### src/rtl/assert_macros.svh
// Assertion helpers shared by the RTL files.
`ifndef ASSERT_MACROS_SVH
`define ASSERT_MACROS_SVH

// Checked on every clock edge outside reset.
`define ASSERT_RST(lbl, prop, msg) \
   lbl: assert property (@(posedge clock) disable iff (reset) prop) else $error(msg);

// Checked on every clock edge, reset included.
`define ASSERT_ALWAYS(lbl, prop, msg) \
   lbl: assert property (@(posedge clock) prop) else $error(msg);

`endif

### src/rtl/e2g_pkg.sv
package e2g_pkg;

   localparam int COORD_W    = 40;
   localparam int ANGLE_W    = 32;
   localparam int HEIGHT_W   = 40;
   localparam int AXIS_W     = 33;
   localparam int FLAT_W     = 31;
   localparam int CSR_DATA_W = 33;
   localparam int CSR_IDX_W  = 1;

   localparam int ITERATIONS_DEF = 10;

   // shared unit widths
   localparam int MUL_W  = 40;
   localparam int PROD_W = 80;
   localparam int ROOT_W = 40;
   localparam int REM_W  = 43;
   localparam int DIV_W  = 70;
   localparam int DVS_W  = 40;
   localparam int CORD_W = 64;
   localparam int ANG_W  = 34;
   localparam int STEP_W = 5;
   localparam int CNT_W  = 7;

   localparam logic [AXIS_W-1:0] AXIS_RESET = 33'd6378137000;
   localparam logic [FLAT_W-1:0] FLAT_RESET = 31'd14400212;

   typedef enum logic [CSR_IDX_W-1:0] {
      CSR_SEMI_MAJOR = 1'b0,
      CSR_FLATTENING = 1'b1
   } csr_index_type;

   typedef enum logic [3:0] {
      OP_E2, OP_XX, OP_YY, OP_R, OP_S2, OP_W, OP_Q, OP_N,
      OP_TM, OP_TD, OP_RR, OP_LAT, OP_SC, OP_HQ, OP_LON
   } op_type;

   typedef enum logic [1:0] {
      ST_IDLE, ST_ISSUE, ST_WAIT, ST_FINISH
   } state_type;

   typedef struct packed {
      logic   load;
      logic   start;
      op_type op;
      logic   publish;
   } cmd_type;

   typedef struct packed {
      logic done;
      logic out_busy;
   } status_type;

   // arctan(2^-i) as binary angle, 2^31 = pi
   function automatic logic [29:0] atan_entry(input logic [STEP_W-1:0] step);
      logic [29:0] v;
      unique case (step)
         5'd0:  v = 30'd536870912;
         5'd1:  v = 30'd316933406;
         5'd2:  v = 30'd167458907;
         5'd3:  v = 30'd85004756;
         5'd4:  v = 30'd42667331;
         5'd5:  v = 30'd21354465;
         5'd6:  v = 30'd10679838;
         5'd7:  v = 30'd5340245;
         5'd8:  v = 30'd2670163;
         5'd9:  v = 30'd1335087;
         5'd10: v = 30'd667544;
         5'd11: v = 30'd333772;
         5'd12: v = 30'd166886;
         5'd13: v = 30'd83443;
         5'd14: v = 30'd41722;
         5'd15: v = 30'd20861;
         5'd16: v = 30'd10430;
         5'd17: v = 30'd5215;
         5'd18: v = 30'd2608;
         5'd19: v = 30'd1304;
         5'd20: v = 30'd652;
         5'd21: v = 30'd326;
         5'd22: v = 30'd163;
         5'd23: v = 30'd81;
         5'd24: v = 30'd41;
         5'd25: v = 30'd20;
         5'd26: v = 30'd10;
         5'd27: v = 30'd5;
         5'd28: v = 30'd3;
         5'd29: v = 30'd1;
         5'd30: v = 30'd1;
         default: v = 30'd0;
      endcase
      return v;
   endfunction

   function automatic logic [COORD_W-1:0] coord_mag(input logic signed [COORD_W-1:0] v);
      return v[COORD_W-1] ? COORD_W'(-v) : COORD_W'(v);
   endfunction

endpackage

### src/rtl/e2g_if.sv
interface e2g_req_if;
   logic                                  valid;
   logic                                  ready;
   logic signed [e2g_pkg::COORD_W-1:0]    ecef_x;
   logic signed [e2g_pkg::COORD_W-1:0]    ecef_y;
   logic signed [e2g_pkg::COORD_W-1:0]    ecef_z;

   modport source (output valid, ecef_x, ecef_y, ecef_z, input ready);
   modport sink   (input valid, ecef_x, ecef_y, ecef_z, output ready);
endinterface

interface e2g_rsp_if;
   logic                                  valid;
   logic                                  ready;
   logic signed [e2g_pkg::ANGLE_W-1:0]    latitude;
   logic signed [e2g_pkg::ANGLE_W-1:0]    longitude;
   logic signed [e2g_pkg::HEIGHT_W-1:0]   height;

   modport source (output valid, latitude, longitude, height, input ready);
   modport sink   (input valid, latitude, longitude, height, output ready);
endinterface

### src/rtl/e2g_ctrl.sv
`include "assert_macros.svh"

module e2g_ctrl #(
   parameter int ITERATIONS = e2g_pkg::ITERATIONS_DEF
) (
   input  logic                 clock,
   input  logic                 reset,
   input  logic                 req_valid,
   output logic                 req_ready,
   output e2g_pkg::cmd_type     cmd,
   input  e2g_pkg::status_type  status
);
   import e2g_pkg::*;

   localparam int ITER_W = $clog2(ITERATIONS + 1);

   state_type         state_ff, state_in;
   op_type            op_ff, op_in;
   logic [ITER_W-1:0] iter_ff, iter_in;
   logic              last_iter;

   function automatic op_type op_after(input op_type op, input logic last);
      op_type nxt;
      unique case (op)
         OP_E2:   nxt = OP_XX;
         OP_XX:   nxt = OP_YY;
         OP_YY:   nxt = OP_R;
         OP_R:    nxt = OP_S2;
         OP_S2:   nxt = OP_W;
         OP_W:    nxt = OP_Q;
         OP_Q:    nxt = OP_N;
         OP_N:    nxt = OP_TM;
         OP_TM:   nxt = OP_TD;
         OP_TD:   nxt = OP_RR;
         OP_RR:   nxt = OP_LAT;
         OP_LAT:  nxt = OP_SC;
         OP_SC:   nxt = OP_HQ;
         OP_HQ:   nxt = last ? OP_LON : OP_S2;
         default: nxt = OP_E2;
      endcase
      return nxt;
   endfunction

   assign last_iter = (iter_ff == ITER_W'(ITERATIONS - 1));

   // next state
   always_comb begin
      state_in = state_ff;
      op_in    = op_ff;
      iter_in  = iter_ff;
      unique case (state_ff)
         ST_IDLE: begin
            if (req_valid) begin
               state_in = ST_ISSUE;
               op_in    = OP_E2;
               iter_in  = '0;
            end
         end
         ST_ISSUE: state_in = ST_WAIT;
         ST_WAIT: begin
            if (status.done) begin
               state_in = (op_ff == OP_LON) ? ST_FINISH : ST_ISSUE;
               op_in    = op_after(op_ff, last_iter);
               if (op_ff == OP_HQ) begin
                  iter_in = iter_ff + ITER_W'(1);
               end
            end
         end
         ST_FINISH: begin
            if (!status.out_busy) begin
               state_in = ST_IDLE;
            end
         end
         default: state_in = ST_IDLE;
      endcase
   end

   // outputs
   always_comb begin
      req_ready   = (state_ff == ST_IDLE);
      cmd.load    = (state_ff == ST_IDLE) && req_valid;
      cmd.start   = (state_ff == ST_ISSUE);
      cmd.op      = op_ff;
      cmd.publish = (state_ff == ST_FINISH) && !status.out_busy;
   end

   always_ff @(posedge clock) begin
      if (reset) begin
         state_ff <= ST_IDLE;
         op_ff    <= OP_E2;
         iter_ff  <= '0;
      end else begin
         state_ff <= state_in;
         op_ff    <= op_in;
         iter_ff  <= iter_in;
      end
   end

   `ASSERT_ALWAYS(a_reset_idle, reset |=> state_ff == ST_IDLE, "not idle after reset")
   `ASSERT_RST(a_wait_next, (state_ff == ST_WAIT && status.done) |=> (state_ff == ST_ISSUE || state_ff == ST_FINISH), "bad step after unit done")

endmodule

### src/rtl/e2g_datapath.sv
`include "assert_macros.svh"

module e2g_datapath (
   input  logic                                    clock,
   input  logic                                    reset,
   input  e2g_pkg::cmd_type                        cmd,
   output e2g_pkg::status_type                     status,
   input  logic signed [e2g_pkg::COORD_W-1:0]      in_x,
   input  logic signed [e2g_pkg::COORD_W-1:0]      in_y,
   input  logic signed [e2g_pkg::COORD_W-1:0]      in_z,
   input  logic                                    csr_write_en,
   input  logic [e2g_pkg::CSR_IDX_W-1:0]           csr_index,
   input  logic [e2g_pkg::CSR_DATA_W-1:0]          csr_write_data,
   output logic                                    rsp_valid,
   input  logic                                    rsp_ready,
   output logic signed [e2g_pkg::ANGLE_W-1:0]      latitude,
   output logic signed [e2g_pkg::ANGLE_W-1:0]      longitude,
   output logic signed [e2g_pkg::HEIGHT_W-1:0]     height
);
   import e2g_pkg::*;

   typedef enum logic [1:0] {U_MUL, U_SQRT, U_DIV, U_CORDIC} unit_type;

   localparam logic signed [ANG_W-1:0]   ANG_Q30   = 34'sd1073741824;
   localparam logic signed [ANG_W-1:0]   ANG_HALF  = 34'sd2147483648;
   localparam logic signed [CORD_W-1:0]  CORD_Q30  = 64'sd1073741824;
   localparam logic signed [CORD_W-1:0]  CORD_GAIN = 64'sd652032874;
   localparam logic [30:0]               K_ONE     = 31'h4000_0000;
   localparam logic [41:0]               QUOT_SAT  = 42'h200_0000_0000;
   localparam logic signed [42:0]        H_MAX     = 43'sd549755813887;
   localparam logic signed [42:0]        H_MIN     = -43'sd549755813888;
   localparam logic [32:0]               W_ONE     = 33'h1_0000_0000;
   localparam logic [33:0]               TWO_33    = 34'h2_0000_0000;

   function automatic unit_type unit_of(input op_type op);
      unit_type u;
      unique case (op)
         OP_R, OP_Q:          u = U_SQRT;
         OP_N, OP_TD, OP_HQ:  u = U_DIV;
         OP_LAT, OP_SC, OP_LON: u = U_CORDIC;
         default:             u = U_MUL;
      endcase
      return u;
   endfunction

   function automatic logic [CNT_W-1:0] last_cnt(input unit_type u);
      logic [CNT_W-1:0] c;
      unique case (u)
         U_MUL:    c = CNT_W'(MUL_W - 1);
         U_SQRT:   c = CNT_W'(ROOT_W - 1);
         U_DIV:    c = CNT_W'(DIV_W - 1);
         U_CORDIC: c = CNT_W'(30);
         default:  c = '0;
      endcase
      return c;
   endfunction

   // configuration
   logic [AXIS_W-1:0] axis_ff;
   logic [FLAT_W-1:0] flat_ff;

   // working values
   logic signed [COORD_W-1:0] x_ff, y_ff, z_ff;
   logic [31:0]               e2_ff;
   logic [PROD_W-1:0]         acc_ff;
   logic [ROOT_W-1:0]         r_ff;
   logic [32:0]               s2_ff, w_ff;
   logic [31:0]               q_ff;
   logic [33:0]               n_ff;
   logic [30:0]               k_ff;
   logic [39:0]               rr_ff;
   logic signed [ANG_W-1:0]   phi_ff;
   logic [30:0]               cs_ff;
   logic signed [31:0]        sn_ff;
   logic signed [39:0]        h_ff;
   logic [31:0]               lon_ff;

   // unit sequencing
   logic             busy_ff, done;
   op_type           op_ff;
   logic [CNT_W-1:0] cnt_ff;

   // multiplier
   logic [MUL_W-1:0]  ma_ff, mul_a, mul_b;
   logic [PROD_W-1:0] mp_ff, mp_in;
   logic [MUL_W:0]    msum;

   // square root
   logic [PROD_W-1:0] rad_ff, rad_in, rad_start;
   logic [REM_W-1:0]  rem_ff, rem_in, rs, trial;
   logic [ROOT_W-1:0] root_ff, root_in;
   logic              sge;

   // divider
   logic [DIV_W-1:0]  dvd_ff, dvd_in, dvd_start;
   logic [DVS_W-1:0]  drem_ff, drem_in, dvs_ff, dvs_start;
   logic [DVS_W:0]    ds, dd;
   logic              dge;

   // CORDIC
   logic signed [CORD_W-1:0] cx_ff, cy_ff, cx_in, cy_in, sx, sy, cx_start, cy_start;
   logic signed [ANG_W-1:0]  cz_ff, cz_in, cz_start, tab;
   logic signed [COORD_W:0]  vin_x, vin_y, xn, yn;
   logic                     vec_ff, czero_ff, up, vzero;

   // derived
   logic [30:0]          sn_mag;
   logic signed [40:0]   d_val;
   logic                 d_pos;
   logic [30:0]          k_new, cs_new;
   logic signed [31:0]   sn_new;
   logic [41:0]          quot;
   logic signed [42:0]   hraw;
   logic signed [39:0]   h_new;
   logic signed [ANG_W-1:0] ang_done;

   // output register
   logic                       out_valid_ff;
   logic signed [ANGLE_W-1:0]  lat_out_ff, lon_out_ff;
   logic signed [HEIGHT_W-1:0] hgt_out_ff;

   assign sn_mag = sn_ff[31] ? 31'(-sn_ff) : sn_ff[30:0];
   assign d_val  = $signed({7'b0, n_ff}) + $signed({h_ff[39], h_ff});
   assign d_pos  = !d_val[40] && (d_val != '0);

   // operand selection at unit start
   always_comb begin
      mul_a     = '0;
      mul_b     = '0;
      rad_start = '0;
      dvd_start = '0;
      dvs_start = DVS_W'(1);
      vin_x     = '0;
      vin_y     = '0;
      unique case (cmd.op)
         OP_E2: begin
            mul_a = {9'b0, flat_ff};
            mul_b = {6'b0, TWO_33 - {3'b0, flat_ff}};
         end
         OP_XX: begin
            mul_a = coord_mag(x_ff);
            mul_b = coord_mag(x_ff);
         end
         OP_YY: begin
            mul_a = coord_mag(y_ff);
            mul_b = coord_mag(y_ff);
         end
         OP_S2: begin
            mul_a = {9'b0, sn_mag};
            mul_b = {9'b0, sn_mag};
         end
         OP_W: begin
            mul_a = {8'b0, e2_ff};
            mul_b = {7'b0, s2_ff};
         end
         OP_TM: begin
            mul_a = {10'b0, e2_ff[31:2]};
            mul_b = {6'b0, n_ff};
         end
         OP_RR: begin
            mul_a = r_ff;
            mul_b = {9'b0, k_ff};
         end
         OP_R: rad_start = acc_ff;
         OP_Q: rad_start = {17'b0, w_ff, 30'b0};
         OP_N: begin
            dvd_start = {6'b0, axis_ff, 31'b0};
            dvs_start = {8'b0, q_ff};
         end
         OP_TD: begin
            dvd_start = {6'b0, acc_ff[63:0]};
            dvs_start = d_pos ? d_val[39:0] : DVS_W'(1);
         end
         OP_HQ: begin
            dvd_start = {r_ff, 30'b0};
            dvs_start = (cs_ff == '0) ? DVS_W'(1) : {9'b0, cs_ff};
         end
         OP_LAT: begin
            vin_x = $signed({1'b0, rr_ff});
            vin_y = $signed({z_ff[39], z_ff});
         end
         OP_LON: begin
            vin_x = $signed({x_ff[39], x_ff});
            vin_y = $signed({y_ff[39], y_ff});
         end
         default: begin
         end
      endcase
   end

   // vectoring prerotation by pi for negative x
   always_comb begin
      vzero = (vin_x == '0) && (vin_y == '0);
      xn    = vin_x[COORD_W] ? -vin_x : vin_x;
      yn    = vin_x[COORD_W] ? -vin_y : vin_y;
      if (cmd.op == OP_SC) begin
         cx_start = CORD_GAIN;
         cy_start = '0;
         cz_start = phi_ff;
      end else begin
         cx_start = $signed({{3{xn[COORD_W]}}, xn, 20'b0});
         cy_start = $signed({{3{yn[COORD_W]}}, yn, 20'b0});
         if (!vin_x[COORD_W]) begin
            cz_start = '0;
         end else begin
            cz_start = vin_y[COORD_W] ? -ANG_HALF : ANG_HALF;
         end
      end
   end

   // one step of each unit
   always_comb begin
      msum  = {1'b0, mp_ff[PROD_W-1:MUL_W]} + (mp_ff[0] ? {1'b0, ma_ff} : '0);
      mp_in = {msum, mp_ff[MUL_W-1:1]};

      rs      = {rem_ff[40:0], rad_ff[PROD_W-1:PROD_W-2]};
      trial   = {1'b0, root_ff, 2'b01};
      sge     = (rs >= trial);
      rem_in  = sge ? rs - trial : rs;
      root_in = {root_ff[ROOT_W-2:0], sge};
      rad_in  = {rad_ff[PROD_W-3:0], 2'b00};

      ds      = {drem_ff, dvd_ff[DIV_W-1]};
      dd      = ds - {1'b0, dvs_ff};
      dge     = (ds >= {1'b0, dvs_ff});
      drem_in = dge ? dd[DVS_W-1:0] : ds[DVS_W-1:0];
      dvd_in  = {dvd_ff[DIV_W-2:0], dge};

      sx  = cx_ff >>> cnt_ff[STEP_W-1:0];
      sy  = cy_ff >>> cnt_ff[STEP_W-1:0];
      tab = $signed({4'b0, atan_entry(cnt_ff[STEP_W-1:0])});
      up  = vec_ff ? (cy_ff > 64'sd0) : cz_ff[ANG_W-1];
      cx_in = up ? cx_ff + sy : cx_ff - sy;
      cy_in = up ? cy_ff - sx : cy_ff + sx;
      cz_in = up ? cz_ff + tab : cz_ff - tab;
   end

   // results of finished steps
   always_comb begin
      ang_done = czero_ff ? '0 : cz_in;

      k_new = (!d_pos || (dvd_in[DIV_W-1:30] != '0)) ? '0 : K_ONE - {1'b0, dvd_in[29:0]};

      if (cx_in < 64'sd0) begin
         cs_new = '0;
      end else if (cx_in > CORD_Q30) begin
         cs_new = K_ONE;
      end else begin
         cs_new = cx_in[30:0];
      end
      if (cy_in < -CORD_Q30) begin
         sn_new = -32'sd1073741824;
      end else if (cy_in > CORD_Q30) begin
         sn_new = 32'sd1073741824;
      end else begin
         sn_new = cy_in[31:0];
      end

      // polar axis gives zero, zero cosine or a huge quotient saturates
      priority if (r_ff == '0) begin
         quot = '0;
      end else if (cs_ff == '0 || dvd_in[DIV_W-1:41] != '0) begin
         quot = QUOT_SAT;
      end else begin
         quot = {1'b0, dvd_in[40:0]};
      end
      hraw = $signed({1'b0, quot}) - $signed({9'b0, n_ff});
      priority if (hraw > H_MAX) begin
         h_new = H_MAX[39:0];
      end else if (hraw < H_MIN) begin
         h_new = H_MIN[39:0];
      end else begin
         h_new = hraw[39:0];
      end
   end

   assign done = busy_ff && (cnt_ff == last_cnt(unit_of(op_ff)));

   assign status.done     = done;
   assign status.out_busy = out_valid_ff && !rsp_ready;

   always_ff @(posedge clock) begin
      if (reset) begin
         axis_ff      <= AXIS_RESET;
         flat_ff      <= FLAT_RESET;
         busy_ff      <= 1'b0;
         out_valid_ff <= 1'b0;
      end else begin
         if (csr_write_en) begin
            unique case (csr_index_type'(csr_index))
               CSR_SEMI_MAJOR: axis_ff <= csr_write_data[AXIS_W-1:0];
               CSR_FLATTENING: flat_ff <= csr_write_data[FLAT_W-1:0];
               default: begin
               end
            endcase
         end
         if (cmd.start) begin
            busy_ff <= 1'b1;
         end else if (done) begin
            busy_ff <= 1'b0;
         end
         if (cmd.publish) begin
            out_valid_ff <= 1'b1;
         end else if (rsp_ready) begin
            out_valid_ff <= 1'b0;
         end
      end
   end

   always_ff @(posedge clock) begin
      if (cmd.load) begin
         x_ff   <= in_x;
         y_ff   <= in_y;
         z_ff   <= in_z;
         sn_ff  <= '0;
         h_ff   <= '0;
         phi_ff <= '0;
      end
      if (cmd.start) begin
         op_ff    <= cmd.op;
         cnt_ff   <= '0;
         ma_ff    <= mul_a;
         mp_ff    <= {{(PROD_W-MUL_W){1'b0}}, mul_b};
         rad_ff   <= rad_start;
         rem_ff   <= '0;
         root_ff  <= '0;
         dvd_ff   <= dvd_start;
         drem_ff  <= '0;
         dvs_ff   <= dvs_start;
         cx_ff    <= cx_start;
         cy_ff    <= cy_start;
         cz_ff    <= cz_start;
         vec_ff   <= (cmd.op != OP_SC);
         czero_ff <= (cmd.op != OP_SC) && vzero;
      end else if (busy_ff) begin
         cnt_ff  <= cnt_ff + CNT_W'(1);
         mp_ff   <= mp_in;
         rad_ff  <= rad_in;
         rem_ff  <= rem_in;
         root_ff <= root_in;
         dvd_ff  <= dvd_in;
         drem_ff <= drem_in;
         cx_ff   <= cx_in;
         cy_ff   <= cy_in;
         cz_ff   <= cz_in;
      end
      if (done) begin
         unique case (op_ff)
            OP_E2:  e2_ff  <= mp_in[63:32];
            OP_XX:  acc_ff <= mp_in;
            OP_YY:  acc_ff <= acc_ff + mp_in;
            OP_R:   r_ff   <= root_in;
            OP_S2:  s2_ff  <= mp_in[60:28];
            OP_W:   w_ff   <= W_ONE - {1'b0, mp_in[63:32]};
            OP_Q:   q_ff   <= root_in[31:0];
            OP_N:   n_ff   <= dvd_in[33:0];
            OP_TM:  acc_ff <= mp_in;
            OP_TD:  k_ff   <= k_new;
            OP_RR:  rr_ff  <= mp_in[69:30];
            OP_LAT: phi_ff <= ang_done;
            OP_SC: begin
               cs_ff <= cs_new;
               sn_ff <= sn_new;
            end
            OP_HQ:  h_ff   <= h_new;
            OP_LON: lon_ff <= ang_done[31:0];
            default: begin
            end
         endcase
      end
      if (cmd.publish) begin
         if (phi_ff > ANG_Q30) begin
            lat_out_ff <= 32'sd1073741824;
         end else if (phi_ff < -ANG_Q30) begin
            lat_out_ff <= -32'sd1073741824;
         end else begin
            lat_out_ff <= phi_ff[31:0];
         end
         lon_out_ff <= lon_ff;
         hgt_out_ff <= h_ff;
      end
   end

   assign rsp_valid = out_valid_ff;
   assign latitude  = lat_out_ff;
   assign longitude = lon_out_ff;
   assign height    = hgt_out_ff;

   `ASSERT_RST(a_start_idle, cmd.start |-> !busy_ff, "unit started while busy")
   `ASSERT_RST(a_publish_room, cmd.publish |-> (!out_valid_ff || rsp_ready), "result overwritten")
   `ASSERT_RST(a_lat_range, out_valid_ff |-> (lat_out_ff <= 32'sd1073741824 && lat_out_ff >= -32'sd1073741824), "latitude out of range")

endmodule

### src/rtl/ecef_to_geodetic.sv
// ECEF to geodetic conversion.
// req_bus carries one word per position: ecef_x/y/z in signed mm. A word is
// taken when valid and ready are both high; ready is high while the block
// has no position in work.
// rsp_bus returns one word per position: latitude and longitude as binary
// angles (2^31 = pi) and the ellipsoidal height in mm.
// csr_write_en/csr_index/csr_write_data write the semi-major axis (index 0)
// and the flattening (index 1); write them only while the block is idle.
// Setup ops run once, then ITERATIONS passes of the latitude and height
// ops, then the longitude op; the result is then published. One position
// is in work at a time and ready returns the cycle after publish, so the
// next position is taken only after the last one is published.
// The ops run on the shared serial units: a 40-step shift-add
// multiplier, a 40-step square root, a 70-step restoring divider and a
// 31-step CORDIC; each op is issued and then stepped through to its end.
// A finished result sits in an output register; the next position is taken
// while it waits. If that result is still stalled when the next one is
// done, the controller holds until rsp ready frees the register.
// Synchronous reset returns to idle, drops rsp valid and reloads the
// default WGS-84 axis and flattening.
module ecef_to_geodetic #(
   parameter int ITERATIONS = e2g_pkg::ITERATIONS_DEF
) (
   input  logic                              clock,
   input  logic                              reset,
   e2g_req_if.sink                           req_bus,
   e2g_rsp_if.source                         rsp_bus,
   input  logic                              csr_write_en,
   input  logic [e2g_pkg::CSR_IDX_W-1:0]     csr_index,
   input  logic [e2g_pkg::CSR_DATA_W-1:0]    csr_write_data
);
   import e2g_pkg::*;

   cmd_type    cmd;      // controller to datapath
   status_type status;   // datapath to controller

   // sequencer: op order, pass count, input/output handshake
   e2g_ctrl #(
      .ITERATIONS (ITERATIONS)
   ) u_ctrl (
      .clock     (clock),
      .reset     (reset),
      .req_valid (req_bus.valid),
      .req_ready (req_bus.ready),
      .cmd       (cmd),
      .status    (status)
   );

   // working registers, shared arithmetic units, output register
   e2g_datapath u_datapath (
      .clock          (clock),
      .reset          (reset),
      .cmd            (cmd),
      .status         (status),
      .in_x           (req_bus.ecef_x),
      .in_y           (req_bus.ecef_y),
      .in_z           (req_bus.ecef_z),
      .csr_write_en   (csr_write_en),
      .csr_index      (csr_index),
      .csr_write_data (csr_write_data),
      .rsp_valid      (rsp_bus.valid),
      .rsp_ready      (rsp_bus.ready),
      .latitude       (rsp_bus.latitude),
      .longitude      (rsp_bus.longitude),
      .height         (rsp_bus.height)
   );

endmodule
### src/flat_wrapper.sv
// flat-port wrapper written by rule: the top's interface ports become plain ports
module ecef_to_geodetic_flat import e2g_pkg::*;
#(
   parameter int ITERATIONS = e2g_pkg::ITERATIONS_DEF
)
  (clock, reset, csr_write_en, csr_index, csr_write_data, req_bus_valid, req_bus_ecef_x, req_bus_ecef_y, req_bus_ecef_z, req_bus_ready, rsp_bus_valid, rsp_bus_latitude, rsp_bus_longitude, rsp_bus_height, rsp_bus_ready);
  e2g_req_if req_bus_i ();
  e2g_rsp_if rsp_bus_i ();
  input  logic clock;
  input  logic reset;
  input  logic csr_write_en;
  input  logic [e2g_pkg::CSR_IDX_W-1:0] csr_index;
  input  logic [e2g_pkg::CSR_DATA_W-1:0] csr_write_data;
  input wire logic [$bits(req_bus_i.valid)-1:0] req_bus_valid;
  input wire logic [$bits(req_bus_i.ecef_x)-1:0] req_bus_ecef_x;
  input wire logic [$bits(req_bus_i.ecef_y)-1:0] req_bus_ecef_y;
  input wire logic [$bits(req_bus_i.ecef_z)-1:0] req_bus_ecef_z;
  output wire logic [$bits(req_bus_i.ready)-1:0] req_bus_ready;
  output wire logic [$bits(rsp_bus_i.valid)-1:0] rsp_bus_valid;
  output wire logic [$bits(rsp_bus_i.latitude)-1:0] rsp_bus_latitude;
  output wire logic [$bits(rsp_bus_i.longitude)-1:0] rsp_bus_longitude;
  output wire logic [$bits(rsp_bus_i.height)-1:0] rsp_bus_height;
  input wire logic [$bits(rsp_bus_i.ready)-1:0] rsp_bus_ready;
  assign req_bus_i.valid = req_bus_valid;
  assign req_bus_i.ecef_x = req_bus_ecef_x;
  assign req_bus_i.ecef_y = req_bus_ecef_y;
  assign req_bus_i.ecef_z = req_bus_ecef_z;
  assign req_bus_ready = req_bus_i.ready;
  assign rsp_bus_valid = rsp_bus_i.valid;
  assign rsp_bus_latitude = rsp_bus_i.latitude;
  assign rsp_bus_longitude = rsp_bus_i.longitude;
  assign rsp_bus_height = rsp_bus_i.height;
  assign rsp_bus_i.ready = rsp_bus_ready;
  ecef_to_geodetic #(.ITERATIONS(ITERATIONS)) u_core (.clock(clock), .reset(reset), .req_bus(req_bus_i), .rsp_bus(rsp_bus_i), .csr_write_en(csr_write_en), .csr_index(csr_index), .csr_write_data(csr_write_data));
endmodule
### config.mk
export PLATFORM = sky130hd
export DESIGN_NAME = ecef_to_geodetic_flat
export DESIGN_NICKNAME = d
export VERILOG_FILES = /design/src/rtl/e2g_pkg.sv /design/src/rtl/e2g_if.sv /design/src/rtl/e2g_ctrl.sv /design/src/rtl/e2g_datapath.sv /design/src/rtl/ecef_to_geodetic.sv /design/src/flat_wrapper.sv
export VERILOG_INCLUDE_DIRS = /design/src /design/src/rtl
export SDC_FILE = /design/constraint.sdc
export NUM_CORES = 2
export LEC_CHECK = 0
export BUFFER_PORTS_ARGS = -buffer_cell sky130_fd_sc_hd__buf_4
export CAP_MARGIN = 20
export CELL_PAD_IN_SITES_DETAIL_PLACEMENT = 1
export CELL_PAD_IN_SITES_GLOBAL_PLACEMENT = 1
export CORE_MARGIN = 2
export CORE_UTILIZATION = 50
export DETAILED_ROUTE_END_ITERATION = 8
export PLACE_DENSITY_LB_ADDON = 0.1
export SYNTH_ARGS = -nofsm -noshare
export SYNTH_HDL_FRONTEND = slang
export SYNTH_SLANG_ARGS = --single-unit
export TNS_END_PERCENT = 50
### constraint.sdc
create_clock -name clock -period 14.1 [get_ports clock]
set_clock_uncertainty 0.1 [all_clocks]
set_input_delay 3.525 -clock clock [delete_from_list [all_inputs] [get_ports clock]]
set_output_delay 3.525 -clock clock [all_outputs]
set_load 0.05 [all_outputs]
==> flow_summary.toml <==
[floorplanning]
pin_count = 265
die_h_um = 453
chipWidth_um = 453
die-area_mm2 = 0.205
design.core.area_mm2 = 0.200
rows = 164
floorplan.initialDensity = 0.504

[route]
drtPass1Iterations = 9
wl_per_cell_um = 33.3
routed_wirelength_mm = 449
num_vias = 93100
ant_nets = 0
drt_iter0_markers = 11300
viasPerCell = 6.92
route.detailed.drc = 0

[synth]
seq_area_frac_synth = 0.398
ys_types = 118
syn_inst = 10600
ys_ff_latch = 1462
synth-edff-count = 1080
syn_avg_cell_area_um2 = 9.47
async_flop_share = 0
ys_warn_count = 0
syn-cell-area_mm2 = 0.101
synthFlopType = "edfxtp_1"
syn-num-nets = 11200

[timing]
tightest_slew_ps = 1580
timing.final.ws_setup_ps = 3000
post-route-period-util = 0.787
hold_ws_ps = 298
setup_viol_count_final = 0
finalHoldViolCount = 0
slew_viol_final = 1
max_freq_mhz = 90.1
maxSlewHeadroom = -0.0506
fin_tns_setup_ps = 0
period_needed_ps = 11100
rsz0062_at_grt = "false"

[clock_tree]
post_cts_buffers = 0
htreeDepth = 4
clock_path_buffers = 3
cts.root.buffer_cell = "clkbuf_16"
cts_tree = "yes"
cts_buffers = 168
clock_latency_ps = 880
clkSinkCount = 1462
ctsHoldBuffers = 0
cts-resized-gates = 0
path_clk_slew_ps = 60

[power_and_ir_drop]
power.total_mw = 33.6
combinationalPowerShare = 0.654
seqPwrFrac = 0.207
net-switching-power_mw = 17.6
p_int_mw = 16.0
p_clk_frac = 0.139
p_per_area_mw_per_mm2 = 304
power_leakage_nw = 42.1
switching_share = 0.524
ir_drop_mv = 0.211

[finish]
layout-drive-gt1-share = 0.113
multi_input_area_mm2 = 0.0568
fin_util = 0.554
seq_area_mm2 = 0.0401
fin_nets = 11300
instances_no_fill = 13500
area_delta_synth_final_pct = 10.1
fillCellCount = 22300
post-route-cell-area_mm2 = 0.111
final_common_cell = "nand2_1"
mostFrequentLayoutCells = "1,113 x nand2_1, 1,080 x edfxtp_1, 830 x nor2_1, 829 x a21oi_1, 709 x o21ai_0"

[setup_path]
endpoint_kind = "register"
critical_path.startpoint_type = "register"
crit_required_ps = 14770
cp_max_fo = 51
cp.arrival_ps = 11770
worstSetupPathType = "reg -> reg"

[run]
drv_cap = 0

[grt]
grt_max_degree = 166
grt_first_pass_wirelength_mm = 647
grt_use_total = 0.425
antenna_found_initial = 43
grt_pass1_vias = 93700
overflow = 0

[status]
status = "complete, but fails checks"
violations = "slew limit"

[place]
dp.cells = 13100
dp_hpwl_mm = 336
portBuffers = 264
placed_area_mm2 = 0.105
gp_congestion = 1.06
place_ws_ps = 3310

[worst_hold_path]
hp-class = "reg -> reg"
-- critical path, cell delays in order, from the launching register on --
cell and delay (ps):
dfxtp_4 860, buf_4 660, buf_4 490, mux4_1 640
mux2i_1 260, o32ai_1 130, a211oi_1 990, and4bb_2 460
nand4_2 210, or3_1 410, o21ai_0 240, xor2_1 130
ha_1 450, nand4_1 350, nor4_1 640, nand2_1 120
o32ai_1 560, o31ai_1 240, o21ai_1 210, xor2_1 150
or4b_1 530, or4b_1 530, nor4b_1 270, nand4_1 140
nor4_2 420, mux2i_4 180, buf_4 320, o21ba_2 260
-- per-layer routing --
layer | share of wire | global-route usage | vias to the layer above
met4 | 0.076 | 0.277 | 24
met2 | 0.46 | 0.675 | 5062
met1 | 0.38 | 0.522 | 46900
li1 | - | - | 39700
met3 | 0.092 | 0.0935 | 1401
met5 | 0.00045 | 0 | -
-- synth_stat cells (34+ instances only) --
master       n  area share
mux2_2     109       0.012
nor3_1     186      0.0092
nand4_1    104      0.0065
or2_2       48      0.0030
and3_1      67      0.0042
nand3b_1    58      0.0043
or4_1       38      0.0028
o31ai_1     89      0.0066
nor2_1     846       0.032
nor2b_1    110      0.0068
a211oi_1    76      0.0057
nand2_1   1117       0.042
xnor2_1    397       0.035
o211ai_1    70      0.0052
nor4_1      98      0.0061
dfxtp_1    382       0.076
nand3_1    212       0.011
a22oi_1    187       0.014
a221oi_1    62      0.0054
o21a_1      68      0.0051
xor2_1     403       0.035
or3_1       75      0.0047
o21ai_1     34      0.0017
a21o_1     273       0.020
inv_1      315       0.012
a22o_1      60      0.0052
mux2i_1    277       0.028
edfxtp_1  1080        0.32
clkbuf_1   452       0.017
ha_1       449       0.056
buf_6       35      0.0039
mux4_2     162       0.036
a31oi_1    107      0.0067
buf_2       50      0.0025
o21ai_0    710       0.035
nand2b_1   114      0.0071
o22ai_1     97      0.0060
o21bai_1    58      0.0043
and2_1     128      0.0080
buf_1       49      0.0018
a222oi_1    63      0.0063
a21oi_1    830       0.041
-- final timing paths --
check,startpoint,endpoint,slack [ps],depth (start not counted)
worst max-delay path,u_core.u_datapath.cnt_ff[1],u_core.u_datapath.sn_ff[30],3000,27
worst min-delay path,u_core.u_datapath.lon_ff[2],u_core.u_datapath.longitude[2],300,0
worst min register to register,u_core.u_datapath.lon_ff[2],u_core.u_datapath.longitude[2],300,0
worst max register to register,u_core.u_datapath.cnt_ff[1],u_core.u_datapath.sn_ff[30],3000,27
-- flip-flops by register name, summed over array words and instances (netlist names), 33 cells and up, named ones only --
signal,flops
u_core.u_datapath.rr_ff,40
u_core.u_datapath.z_ff,40
u_core.u_datapath.height,40
u_core.u_datapath.dvd_ff,70
u_core.u_datapath.rad_ff,80
u_core.u_datapath.x_ff,40
u_core.u_datapath.n_ff,34
u_core.u_datapath.r_ff,40
u_core.u_datapath.axis_ff,33
u_core.u_datapath.y_ff,40
u_core.u_datapath.h_ff,40
u_core.u_datapath.mp_ff,80
u_core.u_datapath.s2_ff,33
u_core.u_datapath.cx_ff,64
u_core.u_datapath.cy_ff,64
u_core.u_datapath.cz_ff,34
u_core.u_datapath.root_ff,40
u_core.u_datapath.w_ff,33
u_core.u_datapath.acc_ff,80
u_core.u_datapath.ma_ff,40
u_core.u_datapath.dvs_ff,40
u_core.u_datapath.rem_ff,41
u_core.u_datapath.drem_ff,40
u_core.u_datapath.phi_ff,34
-- area by class of cell --
type,instances,area share
multi-input combinational,8242,0.513
sequential,1462,0.362
clock buffer,217,0.0419
timing repair buffer,441,0.0315
tap,2656,0.0300
inverter,320,0.0109
clock inverter,101,0.0105
antenna,19,0.000429
-- power by group through the flow --
stage / clock network, mW / registers (mW) / logic [mW]
after detailed placement: 0 / 6.93 / 21.2
final: 4.67 / 6.95 / 22.0
after global routing: 4.82 / 6.94 / 23.4
after floorplan: 0 / 6.36 / 14.5
after global placement: 0 / 6.91 / 20.8
after CTS: 4.67 / 6.86 / 21.4
-- cells by family after synthesis --
logic type / after synthesis / share of synthesized area
multiplexers: 562 / 0.0790
adder cells (fa/ha/maj): 457 / 0.0574
AND/OR/NAND/NOR: 3334 / 0.159
AO/OA/AOI/OAI: 3089 / 0.197
buffers and inverters: 929 / 0.0398
flip-flops: 1462 / 0.398
XOR/XNOR: 800 / 0.0696
Note: power is estimated with default switching activity, not from simulation.
